## config.mk

```make
export PLATFORM = sky130hd
export DESIGN_NAME = fla_ctrl
export DESIGN_NICKNAME = d
export VERILOG_FILES = /design/src/rtl/fla_pkg.sv /design/src/rtl/fla_ctrl.sv
export SDC_FILE = /design/constraint.sdc
export NUM_CORES = 1
export LEC_CHECK = 0
export ABC_AREA = 1
export BUFFER_PORTS_ARGS = -buffer_cell sky130_fd_sc_hd__buf_2
export CORE_AREA = 2 2 39 41
export DETAILED_ROUTE_END_ITERATION = 8
export DIE_AREA = 0 0 41 43
export HOLD_SLACK_MARGIN = 0.1
export SYNTH_ARGS = -nofsm -noshare
export SYNTH_HDL_FRONTEND = slang
export SYNTH_SLANG_ARGS = --single-unit
```

## constraint.sdc

```tcl
create_clock -name clk -period 1.7 [get_ports clk]
set_input_delay 0.17 -clock clk [delete_from_list [all_inputs] [get_ports clk]]
set_output_delay 0.17 -clock clk [all_outputs]
set_load 0.1 [all_outputs]
```

## src/rtl/fla_pkg.sv

```systemverilog
// Shared types and constants for the free-list index allocator.
// Holds the command and result payload structs and the controller/datapath interface.
// No dependencies.
`timescale 1ns / 1ps

package fla_pkg;

  // Fixed field widths of the command and result payloads.
  localparam int SLOT_W  = 12;
  localparam int GRANT_W = 10;

  typedef enum logic {
    CMD_ALLOC = 1'b0,
    CMD_FREE  = 1'b1
  } fla_op_t;

  typedef enum logic [1:0] {
    ST_OK        = 2'd0,
    ST_EXHAUSTED = 2'd1,
    ST_RANGE     = 2'd2,
    ST_FULL      = 2'd3
  } fla_status_t;

  typedef struct packed {
    fla_op_t             command;
    logic [SLOT_W-1:0]   slot_index;
  } fla_in_t;

  typedef struct packed {
    logic [GRANT_W-1:0]  granted_index;
    fla_status_t         status;
  } fla_out_t;

  // Commands from the controller to the datapath.
  typedef struct packed {
    logic capture;   // latch the incoming command
    logic execute;   // evaluate the latched command
    logic pop_done;  // stack read data is ready
  } fla_ctl_t;

  // Status from the datapath to the controller.
  typedef struct packed {
    logic pop_pending;  // latched command is an allocate served from the stack
  } fla_sts_t;

endpackage

```

## src/rtl/fla_ctrl.sv

```systemverilog
// Sequencing state machine for the free-list index allocator.
// Depends on fla_pkg for the controller/datapath interface structs.
`timescale 1ns / 1ps

module fla_ctrl (
  input  logic              clk,
  input  logic              rst_n,
  input  logic              start,
  input  fla_pkg::fla_sts_t sts,
  output fla_pkg::fla_ctl_t ctl,
  output logic              busy
);

  typedef enum logic [2:0] {
    S_IDLE = 3'b001,
    S_EXEC = 3'b010,
    S_POP  = 3'b100
  } fla_state_t;

  fla_state_t state_r, state_nxt;

  always_comb begin
    state_nxt = state_r;
    case (state_r)
      S_IDLE: begin
        if (start) begin
          state_nxt = S_EXEC;
        end
      end
      S_EXEC: begin
        state_nxt = sts.pop_pending ? S_POP : S_IDLE;
      end
      S_POP: begin
        state_nxt = S_IDLE;
      end
      default: begin
        state_nxt = S_IDLE;
      end
    endcase
  end

  always_ff @(posedge clk) begin
    if (!rst_n) begin
      state_r <= S_IDLE;
    end else begin
      state_r <= state_nxt;
    end
  end

  assign busy         = (state_r != S_IDLE);
  assign ctl.capture  = start && (state_r == S_IDLE);
  assign ctl.execute  = (state_r == S_EXEC);
  assign ctl.pop_done = (state_r == S_POP);

endmodule

```

# After elaboration in Yosys (flattened, before gate mapping)
# Index checks and enable logic that the tools add are counted.
word_totals:
  rom_bits: 0
  inputBits: 4
  latchBits: 0
  out_inout_bits: 4
  register_bits: 3
  elab_cells: 10
  ram_bits: 0
  memories: 0
op_classes:
  bitwise: 0
  mux: 3
  shifts: 0
  n_div: 0
  add_sub_neg: 0
  multipliers: 0
  magnitude_cmp: 0
  reduce_logical: 1
  eq_ne: 5
ops:
  columns: ["cell", "count"]
  rows:
  - ["$mux W3", 2]
  - ["$pmux W3 S2", 1]
  - ["$eq A3 B1 Y1 const B", 1]
  - ["$eq A3 B2 Y1 const B", 1]
  - ["$eq A3 B3 Y1 const B", 1]
  - ["$ne A3 B1 Y1 const B", 1]
  - ["$ne A2 B2 Y1 const B", 1]
  - ["$logic_and A1 B1 Y1", 1]

# Longest topological paths before layout
logic_depth:
  word_depth: 2
  mapped_depth: 5
  mapped_depth_nobuf: 5

# Worst setup path before layout
# No wires, ideal clock.
synth_timing:
  kind: "reg2out"
  from: "reg state_r[1]"
  to: "out ctl[1] (netlist name)"
  n_path_buf: 0
  path_slack_ns: -0.891
  required_time_ns: 1.530
  stages_incl_launch_ff: 3
  arrival_time_ns: 2.421
  path_cell_list: "dfxtp_1 inv_1 nor3_1"
synth_rtl:
  columns: ["element", "line", "text"]
  rows:
  - ["start, declared", "fla_ctrl.sv:20", "fla_state_t state_r, state_nxt;"]
  - ["start signal, assigned", "fla_ctrl.sv:46", "state_r <= state_nxt;"]
  - ["end, declared", "fla_ctrl.sv:10", "output fla_pkg::fla_ctl_t ctl,"]

==> impl_metrics.py <==
metrics = {
    "run_status": {
        "result_of_the_run": "finished clean",
    },
    "critical_path": {
        "worst_r2r_startpoint": "state_r[1]$_SDFFE_PN0P_",
        "critical_path.n_buffers_inverters": 1,
        "worstPathCellList": "nand3_4 -> nor2_4 -> buf_2",
        "timing.setup.critical_path_class": "flop to output pin",
        "startpoint": "state_r[0]$_SDFFE_PN1P_",
        "reg2reg_to": "state_r[0]$_SDFFE_PN1P_",
        "cell_class_contributing_the_biggest_share_of_worst_path_delay": "flip-flops",
        "crit_arrival_ps": 1320,
        "critical_path.startpoint_type": "flop",
        "regToRegSetupSlack_ps": 850,
        "slowest_delay_ps": 430,
        "critical_path.slowest_cell": "sky130_fd_sc_hd__dfxtp_1",
        "timing.critical_path.depth": 3,
        "end_kind": "output pin",
        "timing.critical_path.to": "ctl[2]",
        "ff2ff_path_depth": 5,
        "critical_path.max_fanout": 5,
        "critical_path_required_ps": 1530,
    },
    "logic_synthesis": {
        "synth_sequential_area_ratio_pct": 42.5,
        "count_of_flip_flops_with_a_built_in_enable_after_synthesis": 0,
        "avgSynthCellArea_um2": 7.44,
        "yosysUniqueCellTypes": 8,
        "yosys_register_bits": 3,
        "yosys.area.top_type_share_pct": 42.5,
        "syn_inst": 19,
        "synth_area_leaders": "sky130_fd_sc_hd__dfxtp_1 (42%), sky130_fd_sc_hd__nand3_4 (12%), sky130_fd_sc_hd__nor3_1 (11%)",
        "yosys_warnings": 0,
        "synth_nets": 23,
        "netlist_area_um2": 141,
        "synth_flop_cell": "sky130_fd_sc_hd__dfxtp_1",
        "synthArstFlopShare_pct": 0,
        "synth_top_cell_by_area": "sky130_fd_sc_hd__dfxtp_1",
        "synth_common_cells": "sky130_fd_sc_hd__inv_1 (4), sky130_fd_sc_hd__nor2_1 (4), sky130_fd_sc_hd__dfxtp_1 (3), sky130_fd_sc_hd__nor3_1 (3), sky130_fd_sc_hd__nand2_1 (2)",
    },
    "drt": {
        "drt_iter0_drc": 0,
        "detailroute.via_count": 148,
        "remaining_antenna_violation_count_after_routing": 0,
        "avgViaCountPerCell": 3.22,
        "detailedRoute.firstPassIterationCount": 1,
        "total_drc_errors_in_the_routed_layout": 0,
        "detail_route.wl_per_cell_um": 6.65,
        "routed_wirelength_um": 306,
    },
    "grt": {
        "grt_overflow_total": 0,
        "first_pass_grt_wire_length_um": 441,
        "grt_max_degree": 6,
        "grt_pass1_vias": 117,
        "grt_antenna_before_repair": 0,
        "grt_total_usage_pct": 4.61,
    },
    "timing": {
        "relSlewSlack_pct": 67.8,
        "slew_viol_final": 0,
        "setup_repair_after_global_routing_missed_its_margin": "no",
        "setup-tns-final_ps": 0,
        "hold_violations": 0,
        "skew_ps": 1.66,
        "finalCritPeriodShare_pct": 87.6,
        "setup_viol": 0,
        "tightestPinTransition_ps": 487,
        "period_minus_slack_ps": 1490,
        "max_freq_mhz": 672,
    },
    "power_and_ir_drop": {
        "total_power_mw": 0.296,
        "leakagePower_nw": 0.115,
        "ir_drop_mv": 0.449,
        "power_density_nw_per_um2": 1230,
    },
    "clock_network": {
        "cts_made_buffers": 3,
        "tritoncts_num_sinks": 3,
        "cts_tree": "built",
        "cts.reportedPaths.clkPinSlew_ps": 40,
        "postCtsResizedCells": 0,
        "clkLatencyLatePin_ps": 230,
        "htreeDepth": 1,
        "cts_root_buffer": "sky130_fd_sc_hd__clkbuf_4",
        "post-cts-setup-buffers": 0,
        "worst_case_clock_buffer_depth": 2,
        "ctsHoldBuffers": 0,
    },
    "floorplanning": {
        "die_height_um": 43,
        "floorplan.io_pins": 8,
        "std_cell_rows": 14,
        "fp.dieW_um": 41,
        "dieArea_um2": 1760,
        "initial_utilization_pct": 10.2,
        "fp.coreArea_um2": 1380,
    },
    "layout": {
        "largest_register_ffs": 3,
        "final_area_um2": 240,
        "registers.top_by_ff_count": "state_r",
        "reg.largest.list": "state_r (3)",
        "area_growth_syn_to_layout_pct": 69.9,
        "final-instance-count-excl-fill": 46,
        "post_route_cells_drive_above_1_share_pct": 50.0,
        "fin_nets": 35,
        "antenna_cells_inserted": 0,
    },
    "placement": {
        "numPortBuffers": 7,
        "globalplace.congestion": 0.602,
        "placed_cells_incl_taps": 42,
        "dp_hpwl_um": 247,
        "placed_cell_area_um2": 214,
    },
    "worst_hold_path": {
        "min-delay-path-class": "input pin to flop",
    },
    "job": {
        "drv_cap": 0,
    },
}
per-stage QoR:
stage / hold slack [ps] / utilization (%) / setup WS, ps
finish: 194 / 17.4 / 212
global route: 224 / 17.4 / 134
CTS: 189 / 17.4 / 196
detailed placement: 431 / 15.5 / 449
global placement: 426 / 15.5 / 458
floorplan: 321 / - / -55.2
cell families (layout without fill, tap and decap cells):
logic type / after synthesis / in the layout / synth area share (%)
buf+inv: 4 / 15 / 10.6
flops: 3 / 3 / 42.5
simple gates: 12 / 12 / 46.9
cell usage in the layout (no fill, tap or decap), drive strengths merged:
cell type / count
nor3: 3
clkbuf: 4
buf: 7
nand2: 2
inv: 4
nor2: 5
dfxtp: 3
nand3: 2
worst min path at each step:
stage / cells after the start / end / slack, ps / start
final: 3 / state_r[2]$_SDFFE_PN0P_ / 190 / rst_n
after global routing: 3 / state_r[1]$_SDFFE_PN0P_ / 220 / rst_n
after CTS: 3 / state_r[2]$_SDFFE_PN0P_ / 190 / rst_n
after detailed placement: 3 / state_r[2]$_SDFFE_PN0P_ / 430 / rst_n
after global placement: 3 / state_r[2]$_SDFFE_PN0P_ / 430 / rst_n
after floorplan: 2 / state_r[2]$_SDFFE_PN0P_ / 320 / rst_n
cell type report:
cell class,count,area [um2]
Fill cell,147,1140
Multi-Input combinational cell,12,83.8
Sequential cell,3,60.1
Timing Repair Buffer,7,35.0
Clock buffer,4,26.3
Tap cell,16,20.0
Inverter,4,15.0
where the power goes:
| group | total [mW] | switching [mW] | internal (mW) |
|---|---|---|---|
| Combinational | 0.0913 | 0.0737 | 0.0176 |
| Sequential | 0.0817 | 0.00606 | 0.0756 |
| Clock | 0.123 | 0.0353 | 0.0879 |
layer usage:
metal / wire (um) / vias to the layer above / global-route usage [%]
met3: 67 / 0 / 6.81
met1: 135 / 60 / 4.79
met5: 0 / - / 0
li1: - / 79 / -
met4: 0 / 0 / 4.00
met2: 103 / 9 / 3.75
worst register-to-register path, stage by stage (launching register included):
cell                      delay (ps)
sky130_fd_sc_hd__dfxtp_1         330
sky130_fd_sc_hd__inv_1            90
sky130_fd_sc_hd__nor2_1          100
sky130_fd_sc_hd__nand3_1         100
sky130_fd_sc_hd__nand2_1          70
sky130_fd_sc_hd__nand2_1          50
(Power assumes the default switching activity.)
